--- src/hdl/manifest_tokenizer_defines.svh ---
// Assertion macros shared by the tokenizer RTL.
`ifndef MANIFEST_TOKENIZER_DEFINES_SVH
`define MANIFEST_TOKENIZER_DEFINES_SVH

// Same-cycle implication, sampled on clk, off while rst_n is low.
`define MTOK_ASSERT_NOW(name, ante, cons, msg) \
  name: assert property (@(posedge clk) disable iff (!rst_n) (ante) |-> (cons)) \
    else $error(msg);

// Next-cycle implication, sampled on clk, off while rst_n is low.
`define MTOK_ASSERT_NEXT(name, ante, cons, msg) \
  name: assert property (@(posedge clk) disable iff (!rst_n) (ante) |=> (cons)) \
    else $error(msg);

`endif

--- src/hdl/mtok_pkg.sv ---
// Shared types and codes of the manifest tokenizer.
package mtok_pkg;

  localparam int KIND_W = 4;
  localparam int SPAN_W = 24;
  localparam int DIAG_W = 2;

  localparam logic [KIND_W-1:0] K_EOF     = 4'd0;
  localparam logic [KIND_W-1:0] K_NEWLINE = 4'd1;
  localparam logic [KIND_W-1:0] K_IDENT   = 4'd2;
  localparam logic [KIND_W-1:0] K_STRING  = 4'd3;
  localparam logic [KIND_W-1:0] K_ERROR   = 4'd4;
  localparam logic [KIND_W-1:0] K_LBRACE  = 4'd5;
  localparam logic [KIND_W-1:0] K_RBRACE  = 4'd6;
  localparam logic [KIND_W-1:0] K_LBRACK  = 4'd7;
  localparam logic [KIND_W-1:0] K_RBRACK  = 4'd8;
  localparam logic [KIND_W-1:0] K_COLON   = 4'd9;
  localparam logic [KIND_W-1:0] K_SEMI    = 4'd10;
  localparam logic [KIND_W-1:0] K_COMMA   = 4'd11;
  localparam logic [KIND_W-1:0] K_DIAG    = 4'd12;

  localparam logic [DIAG_W-1:0] D_NONE         = 2'd0;
  localparam logic [DIAG_W-1:0] D_MULTILINE    = 2'd1;
  localparam logic [DIAG_W-1:0] D_UNTERMINATED = 2'd2;
  localparam logic [DIAG_W-1:0] D_UNRECOGNIZED = 2'd3;

  typedef struct packed {
    logic [KIND_W-1:0] kind;
    logic [SPAN_W-1:0] span_start;
    logic [SPAN_W-1:0] span_end;
    logic [DIAG_W-1:0] diag;
  } mtok_res_t;

  // All results of one input item: first, and an optional second.
  typedef struct packed {
    mtok_res_t first;
    mtok_res_t second;
    logic      two;
  } mtok_bundle_t;

endpackage

--- src/hdl/mtok_ifs.sv ---
// Valid/ready channel interfaces of the manifest tokenizer.
interface mtok_in_if;
  logic       valid;
  logic       ready;
  logic       op;
  logic [7:0] source_byte;

  modport source (output valid, output op, output source_byte, input ready);
  modport sink (input valid, input op, input source_byte, output ready);
endinterface

interface mtok_out_if import mtok_pkg::*; ();
  logic              valid;
  logic              ready;
  logic [KIND_W-1:0] token_kind;
  logic [SPAN_W-1:0] span_start;
  logic [SPAN_W-1:0] span_end;
  logic [DIAG_W-1:0] diagnostic;
  logic              last_of_run;

  modport source (output valid, output token_kind, output span_start, output span_end,
                  output diagnostic, output last_of_run, input ready);
  modport sink (input valid, input token_kind, input span_start, input span_end,
                input diagnostic, input last_of_run, output ready);
endinterface

--- src/hdl/mtok_front.sv ---
// Front end: accepts bytes, runs the lexer mode machine, builds result bundles.
module mtok_front import mtok_pkg::*; #(
  parameter int POSITION_WIDTH = 24
) (
  input  logic         clk,
  input  logic         rst_n,
  mtok_in_if.sink      in_ch,
  input  logic         q_full,
  output logic         q_push,
  output mtok_bundle_t q_data
);

  typedef logic [POSITION_WIDTH-1:0] pos_t;

  localparam pos_t PosMax = {POSITION_WIDTH{1'b1}};

  localparam logic [7:0] CH_SP     = 8'h20;
  localparam logic [7:0] CH_TAB    = 8'h09;
  localparam logic [7:0] CH_VT     = 8'h0b;
  localparam logic [7:0] CH_FF     = 8'h0c;
  localparam logic [7:0] CH_CR     = 8'h0d;
  localparam logic [7:0] CH_LF     = 8'h0a;
  localparam logic [7:0] CH_SLASH  = 8'h2f;
  localparam logic [7:0] CH_QUOTE  = 8'h22;
  localparam logic [7:0] CH_LBRACE = 8'h7b;
  localparam logic [7:0] CH_RBRACE = 8'h7d;
  localparam logic [7:0] CH_LBRACK = 8'h5b;
  localparam logic [7:0] CH_RBRACK = 8'h5d;
  localparam logic [7:0] CH_COLON  = 8'h3a;
  localparam logic [7:0] CH_SEMI   = 8'h3b;
  localparam logic [7:0] CH_COMMA  = 8'h2c;
  localparam logic [7:0] CH_UNDER  = 8'h5f;

  typedef enum logic [6:0] {
    MODE_IDLE    = 7'b0000001,
    MODE_SLASH   = 7'b0000010,
    MODE_SLASH2  = 7'b0000100,
    MODE_COMMENT = 7'b0001000,
    MODE_CR      = 7'b0010000,
    MODE_IDENT   = 7'b0100000,
    MODE_STRING  = 7'b1000000
  } mode_t;

  function automatic logic is_letter(input logic [7:0] b);
    return (b >= 8'h61 && b <= 8'h7a) || (b >= 8'h41 && b <= 8'h5a);
  endfunction

  function automatic logic is_ident_char(input logic [7:0] b);
    return b == CH_UNDER || is_letter(b) || (b >= 8'h30 && b <= 8'h39);
  endfunction

  function automatic mtok_res_t mk_res(input logic [KIND_W-1:0] kind, input pos_t s,
                                       input pos_t e, input logic [DIAG_W-1:0] diag);
    mtok_res_t r;
    r.kind       = kind;
    r.span_start = SPAN_W'(s);
    r.span_end   = SPAN_W'(e);
    r.diag       = diag;
    return r;
  endfunction

  mode_t mode_r, mode_nxt;
  pos_t  begin_r, begin_nxt;
  pos_t  pos_r, pos_nxt;

  logic       accept;
  logic [7:0] b;
  pos_t       p, np;
  logic       line_break;

  // result of lexing the byte from idle
  mode_t      idle_mode;
  logic       idle_emit;
  mtok_res_t  idle_res;

  logic       go_idle;
  logic       pend_v, lead_v;
  mtok_res_t  pend, lead;

  assign in_ch.ready = !q_full;
  assign accept      = in_ch.valid && in_ch.ready;
  assign b           = in_ch.source_byte;
  assign p           = pos_r;
  assign np          = (pos_r == PosMax) ? pos_r : pos_r + pos_t'(1);
  assign line_break  = (b == CH_CR) || (b == CH_LF);

  always_comb begin
    idle_mode = MODE_IDLE;
    idle_emit = 1'b0;
    idle_res  = mk_res(K_ERROR, p, np, D_UNRECOGNIZED);
    unique case (b) inside
      CH_SP, CH_TAB, CH_VT, CH_FF: ;
      CH_SLASH:  idle_mode = MODE_SLASH;
      CH_CR:     idle_mode = MODE_CR;
      CH_QUOTE:  idle_mode = MODE_STRING;
      CH_LF: begin
        idle_emit = 1'b1;
        idle_res  = mk_res(K_NEWLINE, p, np, D_NONE);
      end
      CH_LBRACE: begin
        idle_emit = 1'b1;
        idle_res  = mk_res(K_LBRACE, p, np, D_NONE);
      end
      CH_RBRACE: begin
        idle_emit = 1'b1;
        idle_res  = mk_res(K_RBRACE, p, np, D_NONE);
      end
      CH_LBRACK: begin
        idle_emit = 1'b1;
        idle_res  = mk_res(K_LBRACK, p, np, D_NONE);
      end
      CH_RBRACK: begin
        idle_emit = 1'b1;
        idle_res  = mk_res(K_RBRACK, p, np, D_NONE);
      end
      CH_COLON: begin
        idle_emit = 1'b1;
        idle_res  = mk_res(K_COLON, p, np, D_NONE);
      end
      CH_SEMI: begin
        idle_emit = 1'b1;
        idle_res  = mk_res(K_SEMI, p, np, D_NONE);
      end
      CH_COMMA: begin
        idle_emit = 1'b1;
        idle_res  = mk_res(K_COMMA, p, np, D_NONE);
      end
      default: begin
        if (b == CH_UNDER || is_letter(b)) begin
          idle_mode = MODE_IDENT;
        end else begin
          idle_emit = 1'b1;
        end
      end
    endcase
  end

  always_comb begin
    mode_nxt  = mode_r;
    begin_nxt = begin_r;
    pos_nxt   = pos_r;
    go_idle   = 1'b0;
    pend_v    = 1'b0;
    pend      = mk_res(K_ERROR, begin_r, p, D_UNRECOGNIZED);
    lead_v    = 1'b0;
    lead      = idle_res;
    if (in_ch.op) begin
      // end of input: flush pending token, then EOF, then back to reset state
      unique case (mode_r)
        MODE_SLASH: pend_v = 1'b1;
        MODE_CR: begin
          pend_v = 1'b1;
          pend   = mk_res(K_NEWLINE, begin_r, p, D_NONE);
        end
        MODE_IDENT: begin
          pend_v = 1'b1;
          pend   = mk_res(K_IDENT, begin_r, p, D_NONE);
        end
        MODE_STRING: begin
          pend_v = 1'b1;
          pend   = mk_res(K_ERROR, begin_r, p, D_UNTERMINATED);
        end
        default: ;
      endcase
      lead_v    = 1'b1;
      lead      = mk_res(K_EOF, p, p, D_NONE);
      mode_nxt  = MODE_IDLE;
      begin_nxt = '0;
      pos_nxt   = '0;
    end else begin
      unique case (mode_r)
        MODE_SLASH: begin
          if (b == CH_SLASH) begin
            mode_nxt = MODE_SLASH2;
          end else begin
            pend_v  = 1'b1;
            go_idle = 1'b1;
          end
        end
        MODE_SLASH2: begin
          if (line_break) begin
            go_idle = 1'b1;
          end else begin
            // "//{" gets flagged as a block comment attempt
            if (b == CH_LBRACE) begin
              pend_v = 1'b1;
              pend   = mk_res(K_DIAG, begin_r, np, D_MULTILINE);
            end
            mode_nxt = MODE_COMMENT;
          end
        end
        MODE_COMMENT: go_idle = line_break;
        MODE_CR: begin
          pend_v = 1'b1;
          if (b == CH_LF) begin
            pend     = mk_res(K_NEWLINE, begin_r, np, D_NONE);
            mode_nxt = MODE_IDLE;
          end else begin
            pend    = mk_res(K_NEWLINE, begin_r, p, D_NONE);
            go_idle = 1'b1;
          end
        end
        MODE_IDENT: begin
          if (!is_ident_char(b)) begin
            pend_v  = 1'b1;
            pend    = mk_res(K_IDENT, begin_r, p, D_NONE);
            go_idle = 1'b1;
          end
        end
        MODE_STRING: begin
          if (b == CH_QUOTE) begin
            pend_v   = 1'b1;
            pend     = mk_res(K_STRING, begin_r, np, D_NONE);
            mode_nxt = MODE_IDLE;
          end else if (line_break) begin
            pend_v  = 1'b1;
            pend    = mk_res(K_ERROR, begin_r, p, D_UNTERMINATED);
            go_idle = 1'b1;
          end
        end
        default: go_idle = 1'b1;
      endcase
      if (go_idle) begin
        mode_nxt  = idle_mode;
        begin_nxt = p;
        lead_v    = idle_emit;
      end
      pos_nxt = np;
    end
  end

  assign q_push        = accept && (pend_v || lead_v);
  assign q_data.first  = pend_v ? pend : lead;
  assign q_data.second = lead;
  assign q_data.two    = pend_v && lead_v;

  always_ff @(posedge clk) begin
    if (!rst_n) begin
      mode_r  <= MODE_IDLE;
      begin_r <= '0;
      pos_r   <= '0;
    end else if (accept) begin
      mode_r  <= mode_nxt;
      begin_r <= begin_nxt;
      pos_r   <= pos_nxt;
    end
  end

endmodule

--- src/hdl/mtok_queue.sv ---
// Small FIFO of result bundles between front and back end.
module mtok_queue import mtok_pkg::*; #(
  parameter int DEPTH = 4
) (
  input  logic         clk,
  input  logic         rst_n,
  input  logic         push,
  input  mtok_bundle_t push_data,
  output logic         full,
  input  logic         pop,
  output logic         pop_valid,
  output mtok_bundle_t pop_data
);

  localparam int PtrW = (DEPTH > 1) ? $clog2(DEPTH) : 1;
  localparam int CntW = $clog2(DEPTH + 1);
  localparam logic [PtrW-1:0] LastIdx = PtrW'(DEPTH - 1);
  localparam logic [CntW-1:0] FullCnt = CntW'(DEPTH);

  mtok_bundle_t    mem_r [DEPTH];
  logic [PtrW-1:0] wr_ptr_r, wr_ptr_nxt;
  logic [PtrW-1:0] rd_ptr_r, rd_ptr_nxt;
  logic [CntW-1:0] count_r, count_nxt;
  logic            do_push, do_pop;

  assign full      = (count_r == FullCnt);
  assign pop_valid = (count_r != '0);
  assign pop_data  = mem_r[rd_ptr_r];
  assign do_push   = push && !full;
  assign do_pop    = pop && pop_valid;

  always_comb begin
    wr_ptr_nxt = wr_ptr_r;
    rd_ptr_nxt = rd_ptr_r;
    count_nxt  = count_r;
    if (do_push) begin
      wr_ptr_nxt = (wr_ptr_r == LastIdx) ? '0 : wr_ptr_r + PtrW'(1);
    end
    if (do_pop) begin
      rd_ptr_nxt = (rd_ptr_r == LastIdx) ? '0 : rd_ptr_r + PtrW'(1);
    end
    if (do_push && !do_pop) begin
      count_nxt = count_r + CntW'(1);
    end else if (do_pop && !do_push) begin
      count_nxt = count_r - CntW'(1);
    end
  end

  always_ff @(posedge clk) begin
    if (!rst_n) begin
      wr_ptr_r <= '0;
      rd_ptr_r <= '0;
      count_r  <= '0;
    end else begin
      wr_ptr_r <= wr_ptr_nxt;
      rd_ptr_r <= rd_ptr_nxt;
      count_r  <= count_nxt;
    end
  end

  always_ff @(posedge clk) begin
    if (do_push) begin
      mem_r[wr_ptr_r] <= push_data;
    end
  end

endmodule

--- src/hdl/mtok_back.sv ---
// Back end: splits bundles into single result beats behind an output register.
module mtok_back import mtok_pkg::*; (
  input  logic         clk,
  input  logic         rst_n,
  input  logic         q_valid,
  input  mtok_bundle_t q_data,
  output logic         q_pop,
  mtok_out_if.source   out_ch
);

  logic      out_valid_r, out_valid_nxt;
  mtok_res_t out_res_r, out_res_nxt;
  logic      out_last_r, out_last_nxt;
  logic      hold_v_r, hold_v_nxt;
  mtok_res_t hold_r, hold_nxt;
  logic      load_ok;

  // output register free or being drained this cycle
  assign load_ok = !out_valid_r || out_ch.ready;
  assign q_pop   = load_ok && !hold_v_r && q_valid;

  always_comb begin
    out_valid_nxt = out_valid_r;
    out_res_nxt   = out_res_r;
    out_last_nxt  = out_last_r;
    hold_v_nxt    = hold_v_r;
    hold_nxt      = hold_r;
    if (load_ok) begin
      if (hold_v_r) begin
        out_valid_nxt = 1'b1;
        out_res_nxt   = hold_r;
        out_last_nxt  = 1'b1;
        hold_v_nxt    = 1'b0;
      end else if (q_valid) begin
        out_valid_nxt = 1'b1;
        out_res_nxt   = q_data.first;
        out_last_nxt  = !q_data.two;
        hold_v_nxt    = q_data.two;
        hold_nxt      = q_data.second;
      end else begin
        out_valid_nxt = 1'b0;
      end
    end
  end

  always_ff @(posedge clk) begin
    if (!rst_n) begin
      out_valid_r <= 1'b0;
      hold_v_r    <= 1'b0;
    end else begin
      out_valid_r <= out_valid_nxt;
      hold_v_r    <= hold_v_nxt;
    end
  end

  always_ff @(posedge clk) begin
    out_res_r  <= out_res_nxt;
    out_last_r <= out_last_nxt;
    hold_r     <= hold_nxt;
  end

  assign out_ch.valid       = out_valid_r;
  assign out_ch.token_kind  = out_res_r.kind;
  assign out_ch.span_start  = out_res_r.span_start;
  assign out_ch.span_end    = out_res_r.span_end;
  assign out_ch.diagnostic  = out_res_r.diag;
  assign out_ch.last_of_run = out_last_r;

endmodule

--- src/hdl/manifest_tokenizer.sv ---
// An accepted beat's results pass through the bundle queue and then the output
//   register. One input beat is taken per cycle while the queue is not full; an item
//   with two results leaves as two output beats, absorbed by the 4-entry bundle queue.
// Reset (rst_n low, synchronous): lexer idle, positions zero, queue and
//   output register empty.
`include "manifest_tokenizer_defines.svh"

module manifest_tokenizer import mtok_pkg::*; #(
  parameter int POSITION_WIDTH = 24
) (
  input logic        clk,
  input logic        rst_n,
  mtok_in_if.sink    in_ch,
  mtok_out_if.source out_ch
);

  // Three parts:
  //   front - byte classify + mode machine, produces a bundle of 0..2 results
  //   queue - short FIFO of bundles so front and back stall independently
  //   back  - unpacks a bundle into beats, flags last_of_run on the final one
  // Positions are POSITION_WIDTH wide and saturate; spans leave as 24 bits.

  logic         q_push;
  logic         q_full;
  logic         q_pop;
  logic         q_valid;
  mtok_bundle_t q_wdata;
  mtok_bundle_t q_rdata;

  // output beat flags used by the checks below
  logic         out_eof;
  logic         out_mid;

  mtok_front #(
    .POSITION_WIDTH(POSITION_WIDTH)
  ) u_front (
    .clk    (clk),
    .rst_n  (rst_n),
    .in_ch  (in_ch),
    .q_full (q_full),
    .q_push (q_push),
    .q_data (q_wdata)
  );

  mtok_queue #(
    .DEPTH(4)
  ) u_queue (
    .clk       (clk),
    .rst_n     (rst_n),
    .push      (q_push),
    .push_data (q_wdata),
    .full      (q_full),
    .pop       (q_pop),
    .pop_valid (q_valid),
    .pop_data  (q_rdata)
  );

  mtok_back u_back (
    .clk     (clk),
    .rst_n   (rst_n),
    .q_valid (q_valid),
    .q_data  (q_rdata),
    .q_pop   (q_pop),
    .out_ch  (out_ch)
  );

  assign out_eof = out_ch.valid && (out_ch.token_kind == K_EOF);
  assign out_mid = out_ch.valid && out_ch.ready && !out_ch.last_of_run;

  // end of input always yields at least the EOF result
  `MTOK_ASSERT_NOW(a_eof_pushes, in_ch.valid && in_ch.ready && in_ch.op, q_push, "no EOF bundle")
  // EOF closes its run
  `MTOK_ASSERT_NOW(a_eof_last, out_eof, out_ch.last_of_run, "EOF beat not marked last")
  // second beat of a run follows right away
  `MTOK_ASSERT_NEXT(a_run_cont, out_mid, out_ch.valid, "run broken after non-last beat")
  // no push lands while the queue is full
  `MTOK_ASSERT_NOW(a_no_overflow, q_push, !q_full, "bundle pushed into full queue")

endmodule

--- src/flat_wrapper.sv ---
// flat-port wrapper written by rule: the top's interface ports become plain ports
module manifest_tokenizer_flat import mtok_pkg::*;
#(
  parameter int POSITION_WIDTH = 24
)
  (clk, rst_n, in_ch_valid, in_ch_op, in_ch_source_byte, in_ch_ready, out_ch_valid, out_ch_token_kind, out_ch_span_start, out_ch_span_end, out_ch_diagnostic, out_ch_last_of_run, out_ch_ready);
  mtok_in_if in_ch_i ();
  mtok_out_if out_ch_i ();
  input logic clk;
  input logic rst_n;
  input wire logic [$bits(in_ch_i.valid)-1:0] in_ch_valid;
  input wire logic [$bits(in_ch_i.op)-1:0] in_ch_op;
  input wire logic [$bits(in_ch_i.source_byte)-1:0] in_ch_source_byte;
  output wire logic [$bits(in_ch_i.ready)-1:0] in_ch_ready;
  output wire logic [$bits(out_ch_i.valid)-1:0] out_ch_valid;
  output wire logic [$bits(out_ch_i.token_kind)-1:0] out_ch_token_kind;
  output wire logic [$bits(out_ch_i.span_start)-1:0] out_ch_span_start;
  output wire logic [$bits(out_ch_i.span_end)-1:0] out_ch_span_end;
  output wire logic [$bits(out_ch_i.diagnostic)-1:0] out_ch_diagnostic;
  output wire logic [$bits(out_ch_i.last_of_run)-1:0] out_ch_last_of_run;
  input wire logic [$bits(out_ch_i.ready)-1:0] out_ch_ready;
  assign in_ch_i.valid = in_ch_valid;
  assign in_ch_i.op = in_ch_op;
  assign in_ch_i.source_byte = in_ch_source_byte;
  assign in_ch_ready = in_ch_i.ready;
  assign out_ch_valid = out_ch_i.valid;
  assign out_ch_token_kind = out_ch_i.token_kind;
  assign out_ch_span_start = out_ch_i.span_start;
  assign out_ch_span_end = out_ch_i.span_end;
  assign out_ch_diagnostic = out_ch_i.diagnostic;
  assign out_ch_last_of_run = out_ch_i.last_of_run;
  assign out_ch_i.ready = out_ch_ready;
  manifest_tokenizer #(.POSITION_WIDTH(POSITION_WIDTH)) u_core (.clk(clk), .rst_n(rst_n), .in_ch(in_ch_i), .out_ch(out_ch_i));
endmodule
--- config.mk ---
export PLATFORM = sky130hd
export DESIGN_NAME = manifest_tokenizer_flat
export DESIGN_NICKNAME = d
export VERILOG_FILES = /design/src/hdl/mtok_pkg.sv /design/src/hdl/mtok_ifs.sv /design/src/hdl/mtok_front.sv /design/src/hdl/mtok_queue.sv /design/src/hdl/mtok_back.sv /design/src/hdl/manifest_tokenizer.sv /design/src/flat_wrapper.sv
export VERILOG_INCLUDE_DIRS = /design/src /design/src/hdl
export SDC_FILE = /design/constraint.sdc
export NUM_CORES = 1
export LEC_CHECK = 0
export ABC_AREA = 1
export BUFFER_PORTS_ARGS = -buffer_cell sky130_fd_sc_hd__buf_2
export CAP_MARGIN = 20
export CORE_MARGIN = 5
export CORE_UTILIZATION = 35
export DETAILED_ROUTE_END_ITERATION = 8
export SYNTH_ARGS = -nofsm -noshare
export SYNTH_HDL_FRONTEND = slang
export SYNTH_SLANG_ARGS = --single-unit
--- constraint.sdc ---
create_clock -name clk -period 7.3 [get_ports clk]
set_input_delay 0.365 -clock clk [delete_from_list [all_inputs] [get_ports clk]]
set_output_delay 0.365 -clock clk [all_outputs]
set_load 0.01 [all_outputs]
==> impl_metrics.py, run 1 <==
metrics = {
    "critical_path": {
        "r2r_slack_ps": 3800,
        "cpMaxStageDelayCell": "nand2_2",
        "rr_worst_depth": 16,
        "r2r_start": "u_core.u_front.mode_r[0]",
        "crit_top_cell": "inv_2",
        "slowest_delay_ps": 470,
        "cp-end-kind": "register",
        "endpoint": "u_core.u_queue.count_r[1]",
        "critPathLaunch": "u_core.u_front.mode_r[0]",
        "start_kind": "register",
        "required_ps": 7820,
        "critPathMaxFanout": 26,
        "crit_arrival_ps": 4020,
        "worstReg2RegEnd": "u_core.u_queue.count_r[1]",
        "path_class": "register to register",
        "crit_chain": "nor2_4 > nand2_4 > inv_2 > nand2_4 > nand3_2 > inv_2 > o211ai_2 > nand2_2 > nand3_1 > nand2_2 > inv_2 > ha_1 > inv_1 > fa_1 > o21ai_0 > nor2_1",
    },
    "floorplanning": {
        "die_w_um": 279,
        "io_pins": 70,
        "start_util_pct": 35.3,
        "dieHeight_um": 279,
        "coreArea_mm2": 0.0715,
        "row_count": 98,
        "die_area_mm2": 0.0776,
    },
    "placement": {
        "dpl.cell_count": 3169,
        "placed_area_mm2": 0.0264,
        "dpl_worst_slack_ps": 3770,
        "io_buffers": 69,
        "gp_congestion": 0.937,
        "hpwl_um": 38700,
    },
    "clock_tree": {
        "cts_setup_buffers": 0,
        "numCtsBuffers": 61,
        "clockBufferDepth": 3,
        "htreeDepth": 2,
        "clkTransAtPathRegs_ps": 70,
        "cts_resized": 0,
        "cts-root-buf": "clkbuf_16",
        "clk_latency_ps": 640,
        "cts_hold_buffers": 0,
        "clock-sinks": 606,
        "cts_tree": "built",
    },
    "yosys": {
        "synth_nets": 2278,
        "synth_area_leaders": "edfxtp_1 (64%), nor2_1 (7.1%), o21ai_0 (6.3%)",
        "yosys.area.top_type": "edfxtp_1",
        "ys_seq_area_share_pct": 69.5,
        "syn-mean-instance-area_um2": 11.2,
        "synth.distinct_cells": 47,
        "netlist_instances": 2257,
        "ys_seq_elements": 606,
        "syn-cell-area_mm2": 0.0252,
        "ys_warn_count": 0,
        "synth_top_area_share_pct": 64.2,
    },
    "pwr": {
        "leakage_nw": 9.98,
        "peakVddDrop_uv": 233,
        "finalPower_mw": 11.0,
        "powerDensity_mw_per_mm2": 387,
    },
    "timing": {
        "fin_hold_ws_ps": 91.3,
        "setup_tns_ps": 0,
        "finalSetupViolCount": 0,
        "slew_viol_final": 0,
        "setup_ws_ps": 3800,
        "grt_setup_unrepaired": "no",
        "relSlewSlack_pct": 31.4,
        "timing.final.crit_share_pct": 48.0,
        "hold_violations": 0,
        "period_needed_ps": 3500,
        "fmax_mhz": 285,
        "worstMarginPinSlew_ps": 1030,
        "skew_ps": 37.5,
    },
    "drt": {
        "vias": 17000,
        "route.detailed.drc": 0,
        "wl_per_cell_um": 19.7,
        "dr.pass1.iters": 5,
        "ant_nets": 0,
        "routed_wl_um": 64600,
        "via_per_inst": 5.16,
        "first_iter_violations": 1510,
    },
    "hold_path": {
        "holdCritPathClass": "primary input to register",
    },
    "finish": {
        "syn_to_final_growth_pct": 12.8,
        "fin_area_mm2": 0.0285,
        "final_common_cell": "edfxtp_1",
        "final_nets": 2303,
        "drive_above_1_share_pct": 11.5,
        "n_antenna_cell": 0,
        "final_core_utilization_pct": 39.8,
        "final_cell_mix": "edfxtp_1 (540), nor2_1 (475), o21ai_0 (317)",
        "fill_cells": 6711,
        "fin_cells": 3285,
    },
    "grt": {
        "grt_overflow": 0,
        "grt_max_degree": 85,
        "grt_use_total_pct": 16.1,
        "grt_antenna_before_repair": 0,
        "grt_pass1_wl_um": 99300,
        "grt_pass1_vias": 16700,
    },
    "run_status": {
        "outcome": "complete, no violations",
    },
    "run": {
        "max-cap-violations": 0,
    },
}
==> cells in the mapped netlist, drive strengths merged <==
cell type / count
o211a: 1
clkinv: 2
dfxtp: 66
nor2: 496
a221o: 2
o211ai: 13
nand3: 39
buf: 40
or2: 1
nor3: 18
inv: 97
a31oi: 57
edfxtp: 540
nand2: 274
ha: 7
a21oi: 102
clkbuf: 89
and2: 1
nand4: 5
a41oi: 1
o31ai: 1
a211oi: 1
xor2: 13
fa: 1
nand3b: 2
o22ai: 55
a21boi: 1
o21ai: 332
==> flip-flops by register name (all words and copies together) (netlist names), named ones only <==
signal,flops
u_core.u_queue.mem_r,432
u_core.u_back.hold_r,53
u_core.u_back.out_ch.span_end,24
u_core.u_back.out_ch.span_start,24
u_core.u_front.begin_r,24
u_core.u_front.p,24
u_core.u_front.mode_r,7
u_core.u_back.out_ch.token_kind,4
u_core.u_queue.count_r,3
u_core.u_back.out_ch.diagnostic,2
u_core.u_queue.rd_ptr_r,2
u_core.u_queue.wr_ptr_r,2
u_core.u_back.hold_v_r,1
u_core.u_back.out_ch.last_of_run,1
u_core.u_back.out_ch.valid,1
==> how the worst min path moves through the flow <==
stage,startpoint,endpoint,depth (start not counted)
5_1_grt,out_ch_ready,u_core.u_back.hold_v_r,4
3_3_place_gp,u_core.u_front.begin_r[16],u_core.u_front.begin_r[16],2
3_5_place_dp,u_core.u_front.begin_r[1],u_core.u_front.begin_r[1],2
4_1_cts,out_ch_ready,u_core.u_back.hold_v_r,4
2_1_floorplan,u_core.u_front.begin_r[10],u_core.u_front.begin_r[10],2
6_report,out_ch_ready,u_core.u_back.hold_v_r,4
==> power by group <==
| group | internal [mW] | switching, mW |
|---|---|---|
| combinational | 0.722 | 2.04 |
| sequential | 4.80 | 0.292 |
| clock | 1.86 | 1.31 |
==> logic make-up after synthesis <==
family | share of synthesized area, %
XOR/XNOR | 0.451
buffers and inverters | 3.77
adder cells (fa/ha/maj) | 0.426
AO/OA/AOI/OAI | 12.2
AND/OR/NAND/NOR | 13.7
flip-flops | 69.5
==> final cells by class <==
| class | instances | area, µm² | area share, % |
|---|---|---|---|
| Clock inverter | 40 | 385 | 1.35 |
| Sequential cell | 606 | 17500 | 61.6 |
| Clock buffer | 76 | 1670 | 5.85 |
| Tap cell | 950 | 1190 | 4.17 |
| Inverter | 99 | 379 | 1.33 |
| Timing Repair Buffer | 91 | 523 | 1.84 |
| Multi-Input combinational cell | 1423 | 6790 | 23.8 |
==> layer usage <==
metal	wire length, µm	vias up	track usage [%]
met1	27800	8311	21.4
met4	1820	0	5.10
met2	31500	517	27.4
met5	0	-	0
met3	3390	120	2.36
li1	-	8017	-
==> critical path: cells and delay by family, from the launching register on <==
family	cells	cell delay [ps]
adder cells (fa/ha/maj)	2	620
flip-flops	1	390
AO/OA/AOI/OAI	2	270
buffers and inverters	4	420
AND/OR/NAND/NOR	8	1710
No activity file was read; power rests on OpenSTA's default activity.
==> run 2, diff against run 1 <==
- ABC_AREA: 1 -> 0
- clock period: 7.3 -> 2.87 ns (I/O delays scaled with it)
==> run 2 against run 1 <==
Hold slack improved by 38 ps. Sequential share of layout area fell by 0.20 points. Combinational power rose by 80%. Critical path type unchanged. Critical endpoint is now u_core.u_queue.mem_r[3][95]. Largest power group unchanged.
==> impl_metrics.py, run 2 <==
metrics = {
    "run_status": {
        "outcome": "complete, no violations",
    },
    "pwr": {
        "switching_share_pct": 26.3,
        "p_clk_share_pct": 31.0,
        "peakVddDrop_uv": 520,
        "p_int_mw": 17.9,
        "p_sw_mw": 6.42,
        "power_frac_comb_pct": 20.4,
        "p_seq_share_pct": 48.6,
        "powerDensity_mw_per_mm2": 852,
        "leakage_nw": 9.65,
        "finalPower_mw": 24.4,
    },
    "critical_path": {
        "rr_worst_depth": 10,
        "r2r_start": "u_core.u_front.mode_r[6]",
        "worstReg2RegEnd": "u_core.u_queue.mem_r[3][95]",
        "start_kind": "register",
        "r2r_slack_ps": 20,
        "critPathMaxFanout": 34,
        "path_class": "register to register",
        "required_ps": 3210,
        "cp-end-kind": "register",
        "crit_arrival_ps": 3200,
    },
    "grt": {
        "grt_pass1_wl_um": 80300,
        "grt_pass1_vias": 13300,
        "grt_overflow": 0,
        "grt_use_total_pct": 13.8,
        "grt_max_degree": 69,
        "grt_antenna_before_repair": 0,
    },
    "drt": {
        "wl_met2_um": 26200,
        "first_iter_violations": 1053,
        "via_per_inst": 5.02,
        "wl_per_cell_um": 20.9,
        "route.detailed.drc": 0,
        "routed_wl_um": 52000,
        "dr.pass1.iters": 4,
        "ant_nets": 0,
        "vias": 12500,
        "wl_met1_um": 22200,
        "top_layer_used": "met4",
        "wl_met3_um": 2490,
    },
    "finish": {
        "final_common_cell": "edfxtp_1",
        "final_nets": 1531,
        "fin_area_mm2": 0.0286,
        "largestRegisters": "u_core.u_queue.mem_r (432), u_core.u_back.hold_r (53)",
        "syn_to_final_growth_pct": 17.5,
        "n_antenna_cell": 0,
        "drive_above_1_share_pct": 32.7,
        "fin_cells": 2491,
        "largest_reg_flops": 432,
        "top_register": "u_core.u_queue.mem_r",
        "final_cell_mix": "edfxtp_1 (540), mux4_2 (108), buf_4 (86)",
    },
    "timing": {
        "hold_violations": 0,
        "fmax_mhz": 350,
        "slew_viol_final": 0,
        "timing.final.crit_share_pct": 99.4,
        "worstMarginPinSlew_ps": 1070,
        "period_needed_ps": 2850,
        "grt_setup_unrepaired": "yes",
        "finalSetupViolCount": 0,
        "setup_ws_ps": 16.8,
        "skew_ps": 21.5,
        "relSlewSlack_pct": 28.6,
        "setup_tns_ps": 0,
    },
    "clock_tree": {
        "clkTransAtPathRegs_ps": 60,
        "htreeDepth": 2,
        "cts-root-buf": "clkbuf_16",
        "clock-sinks": 606,
        "clockBufferDepth": 3,
        "numCtsBuffers": 59,
        "cts_hold_buffers": 0,
        "clk_latency_ps": 620,
        "cts_tree": "built",
    },
    "placement": {
        "placed_area_mm2": 0.0265,
        "dpl_worst_slack_ps": -100,
        "dpl.cell_count": 2376,
        "gp_congestion": 0.817,
        "io_buffers": 69,
        "hpwl_um": 30300,
    },
    "yosys": {
        "async_reset_ff_share_pct": 0,
        "syn-cell-area_mm2": 0.0243,
        "synth_edf_count": 540,
        "synth_top_area_share_pct": 66.7,
        "synth.most_common_cell": "edfxtp_1",
        "synth_area_leaders": "edfxtp_1 (67%), mux4_2 (10%), dfxtp_1 (5.4%)",
        "yosys.area.top_type": "edfxtp_1",
        "ys_warn_count": 0,
        "netlist_instances": 1359,
        "ys_seq_area_share_pct": 72.1,
        "ys_seq_elements": 606,
        "synth.distinct_cells": 70,
        "syn-mean-instance-area_um2": 17.9,
        "yosys_most_used_dff": "edfxtp_1",
        "synth_nets": 1380,
        "netlist_top_cells_count": "edfxtp_1 (540), mux4_2 (108), mux2_2 (80)",
    },
    "floorplanning": {
        "die_area_mm2": 0.0749,
        "io_pins": 70,
        "start_util_pct": 35.4,
        "coreArea_mm2": 0.0687,
        "row_count": 96,
        "die_w_um": 274,
        "dieHeight_um": 274,
    },
    "run": {
        "max-cap-violations": 0,
    },
    "hold_path": {
        "worstHoldStart": "out_ch_ready",
        "worst_hold_path.num_cells": 5,
        "min_to": "u_core.u_back.out_ch.valid",
        "holdCritPathClass": "primary input to register",
    },
}
## run 2: cell types whose count changed after synthesis, moves of 21 or more
cell	before	now
nor2_1	479	65
mux2_2	0	80
a22o_1	0	21
clkbuf_1	86	46
a31oi_1	57	7
nand2_1	256	52
nor2b_1	0	21
o21ai_0	317	28
inv_1	80	13
mux4_2	0	108
a21oi_1	100	27
o22ai_1	55	1
## run 2: power by group through the flow
stage / Clock [mW] / Sequential, mW / Combinational, mW
after global placement: 0 / 12.0 / 5.14
after detailed placement: 0 / 12.0 / 5.13
after CTS: 7.75 / 11.9 / 5.14
after floorplan: 0 / 12.2 / 2.94
final: 7.55 / 11.8 / 4.97
after global routing: 8.13 / 12.0 / 5.40
## run 2: worst max-delay path, cell delays in order (launching register included)
cell and delay [ps]:
dfxtp_2 320, or3_4 410, a2111o_1 390, o211ai_2 170, o211ai_2 130, a211oi_2 310, nor2_2 80, buf_4 130
buf_4 150, and2_4 250, buf_12 220
## run 2: worst max path at each step
stage                             start                     endpoint  slack (ps)  cells after the start
2_1_floorplan  u_core.u_front.mode_r[5]   u_core.u_queue.mem_r[0][0]        -560                      8
3_3_place_gp       in_ch_source_byte[0]    u_core.u_queue.count_r[2]         -20                     13
3_5_place_dp       in_ch_source_byte[0]    u_core.u_queue.count_r[2]        -100                     13
4_1_cts        u_core.u_front.mode_r[4]    u_core.u_queue.count_r[2]           6                     13
5_1_grt        u_core.u_front.mode_r[6]    u_core.u_queue.count_r[2]         -70                     12
6_report       u_core.u_front.mode_r[6]  u_core.u_queue.mem_r[3][95]          20                     10
## run 2: per-stage QoR
| step | utilization (%) | hold slack (ps) |
|---|---|---|
| global route | 41.6 | 127 |
| finish | 41.6 | 129 |
| detailed placement | 38.6 | 460 |
| floorplan | - | 383 |
| global placement | 38.6 | 456 |
| CTS | 41.4 | 74.8 |
## run 2: routing by layer
metal  vias to the layer above  track usage, %
li1                       5678               -
met1                      6468            18.4
met2                       292            23.8
met3                        76            2.26
met4                         0            3.56
met5                         -               0
## run 2: cells by family (layout without fill, tap and decap cells)
family                   count (synthesis)  after routing  synth area share (%)
AO/OA/AOI/OAI                          141            141                  4.09
multiplexers                           192            192                  13.9
buffers and inverters                  103            304                  2.10
adder cells (fa/ha/maj)                  8              8                 0.442
flip-flops                             606            606                  72.1
XOR/XNOR                                49             49                  1.76
AND/OR/NAND/NOR                        260            260                  5.63
## run 2: what timing repair did
action                     CTS  global route
gates resized for setup      6            19
setup buffers                1             3
pin swaps                    3            13
setup endpoints to repair    1            89
## run 2: layout make-up
cell class,count,area [µm²]
Inverter,13,48.8
Fill cell,6141,40100
Sequential cell,606,17600
Timing Repair Buffer,180,1490
Clock inverter,41,342
Multi-Input combinational cell,650,6430
Clock buffer,70,1550
Tap cell,931,1160
==> run 3, diff against run 2 <==
- PLACE_DENSITY: not set -> 0.61
==> run 3 against run 2 <==
The flow now finishes with violations (setup timing). Global-route usage grew 0.10 points. Largest cell class unchanged. Via count grew 0.60%. Highest routed layer unchanged. Clock skew grew 4.6 ps. Utilization grew 0.13 points. Clock power grew 5.4%.
==> impl_metrics.py, run 3 (synthesis gave the netlist of run 2 again) <==
metrics = {
    "floorplanning": {
        "die_area_mm2": 0.0749,
        "dieHeight_um": 274,
        "die_w_um": 274,
        "coreArea_mm2": 0.0687,
        "row_count": 96,
        "start_util_pct": 35.4,
        "io_pins": 70,
    },
    "clock_tree": {
        "numCtsBuffers": 60,
        "clock-sinks": 606,
        "clockBufferDepth": 3,
        "htreeDepth": 2,
        "cts_tree": "built",
        "clk_latency_ps": 620,
        "clkTransAtPathRegs_ps": 60,
        "cts-root-buf": "clkbuf_16",
    },
    "grt": {
        "grt_overflow": 0,
        "grt_max_degree": 58,
        "grt_antenna_before_repair": 0,
        "grt_pass1_wl_um": 81000,
        "grt_pass1_vias": 13400,
        "grt_use_total_pct": 13.9,
    },
    "finish": {
        "multi_input_comb_area_mm2": 0.00644,
        "final_nets": 1528,
        "largestRegisters": "u_core.u_queue.mem_r (432), u_core.u_back.hold_r (53)",
        "largest_reg_flops": 432,
        "fill_cells": 6137,
        "final_cell_mix": "edfxtp_1 (540), mux4_2 (108), buf_4 (83)",
        "n_antenna_cell": 0,
        "drive_above_1_share_pct": 32.7,
        "regArea_mm2": 0.0176,
        "final_common_cell": "edfxtp_1",
        "fin_cells": 2490,
        "final_core_utilization_pct": 41.7,
        "syn_to_final_growth_pct": 17.9,
        "top_register": "u_core.u_queue.mem_r",
    },
    "critical_path": {
        "r2r_slack_ps": -4,
        "rr_worst_depth": 12,
        "crit_arrival_ps": 3430,
        "required_ps": 3420,
        "critPathMaxFanout": 8,
        "worstReg2RegEnd": "u_core.u_queue.count_r[2]",
        "r2r_start": "u_core.u_front.mode_r[2]",
        "start_kind": "register",
        "critPathLaunch": "u_core.u_front.mode_r[2]",
        "path_class": "register to register",
        "cp-end-kind": "register",
    },
    "timing": {
        "relSlewSlack_pct": 28.7,
        "skew_ps": 26.1,
        "slew_viol_final": 0,
        "timing.final.crit_share_pct": 100,
        "finalSetupViolCount": 1,
        "fmax_mhz": 348,
        "worstMarginPinSlew_ps": 1070,
        "hold_violations": 0,
        "setup_ws_ps": -4.14,
        "grt_setup_unrepaired": "yes",
        "setup_tns_ps": -4.14,
        "period_needed_ps": 2870,
    },
    "drt": {
        "dr.pass1.iters": 5,
        "first_iter_violations": 898,
        "vias": 12600,
        "via_per_inst": 5.06,
        "routed_wl_um": 52500,
        "wl_per_cell_um": 21.1,
        "route.detailed.drc": 0,
        "ant_nets": 0,
    },
    "pwr": {
        "switching_share_pct": 26.0,
        "finalPower_mw": 24.8,
        "p_seq_share_pct": 47.9,
        "p_int_mw": 18.3,
        "powerDensity_mw_per_mm2": 864,
        "power_frac_comb_pct": 19.9,
        "p_sw_mw": 6.44,
        "leakage_nw": 9.73,
        "p_clk_share_pct": 32.1,
        "peakVddDrop_uv": 675,
    },
    "run_status": {
        "outcome": "finished with violations",
        "failed_checks": "setup timing",
    },
    "placement": {
        "dpl_worst_slack_ps": -57.7,
        "gp_congestion": 0.836,
        "io_buffers": 69,
        "dpl.cell_count": 2372,
        "hpwl_um": 30400,
    },
    "hold_path": {
        "worstHoldStart": "rst_n",
        "min_to": "u_core.u_queue.wr_ptr_r[0]",
        "holdCritPathClass": "primary input to register",
        "worst_hold_path.num_cells": 3,
    },
    "run": {
        "max-cap-violations": 0,
    },
}
[run 3: cell count changes in the layout (fill, tap and decap cells not counted), sizes merged]
cell	delta
buf	-5
bufinv	+2
clkbuf	+10
clkinv	-8
clkinvlp	+1
dlygate4sd3	+1
inv	-2
[run 3: layout make-up]
type                            count  share of cell area, %
Multi-Input combinational cell    650                   22.5
Clock buffer                       80                   5.78
Tap cell                          931                   4.06
Inverter                           13                  0.170
Clock inverter                     34                   1.28
Sequential cell                   606                   61.2
Timing Repair Buffer              176                   5.02
[run 3: timing repair]
action | in CTS | in global routing
pin swaps | 4 | 4
resized for setup | 4 | 19
hold buffers | 1 | 0
buffers inserted | 1 | 2
endpoints found under the hold margin | 1 | 0
endpoints found under the setup margin | 1 | 174
[run 3: how the worst max path moves through the flow]
stage | endpoint | slack, ps | depth (start not counted)
after floorplan | u_core.u_queue.mem_r[0][0] | -560 | 8
after global routing | u_core.u_queue.count_r[2] | -90 | 12
after CTS | u_core.u_queue.count_r[2] | 20 | 13
after global placement | u_core.u_queue.count_r[2] | -30 | 13
final | u_core.u_queue.count_r[2] | -4 | 12
after detailed placement | u_core.u_queue.count_r[2] | -60 | 13
[run 3: routing by layer]
metal	vias up	wire length, µm	part of all wire, %	track usage (%)
met4	0	1130	2.1	4.10
met2	311	25800	49	23.6
met5	-	0	0	0
met1	6541	23000	44	18.7
li1	5665	-	-	-
met3	72	2530	4.8	2.16
[run 3: per-stage QoR]
stage / hold WS [ps] / instance area (µm²)
after floorplan: 383 / 24400
after global placement: 455 / 26500
after detailed placement: 460 / 26500
after CTS: 93.5 / 28600
after global routing: 153 / 28700
final: 136 / 28700
[run 3: power groups by stage]
stage | sequential [mW] | clock [mW] | combinational (mW)
floorplan | 12.2 | 0 | 2.94
global placement | 12.0 | 0 | 5.05
detailed placement | 12.1 | 0 | 5.07
CTS | 11.9 | 8.14 | 5.10
global route | 12.0 | 8.52 | 5.35
finish | 11.9 | 7.96 | 4.93
[run 3: critical path, cell delays in order (launching register included)]
cell	delay, ps
dfxtp_1	410
nor4b_1	390
nand3_1	180
nor2_1	200
or3_1	180
a211oi_2	60
nor2_2	160
ha_2	200
inv_1	60
fa_1	380
xor2_1	160
or3_1	300
a21boi_1	130
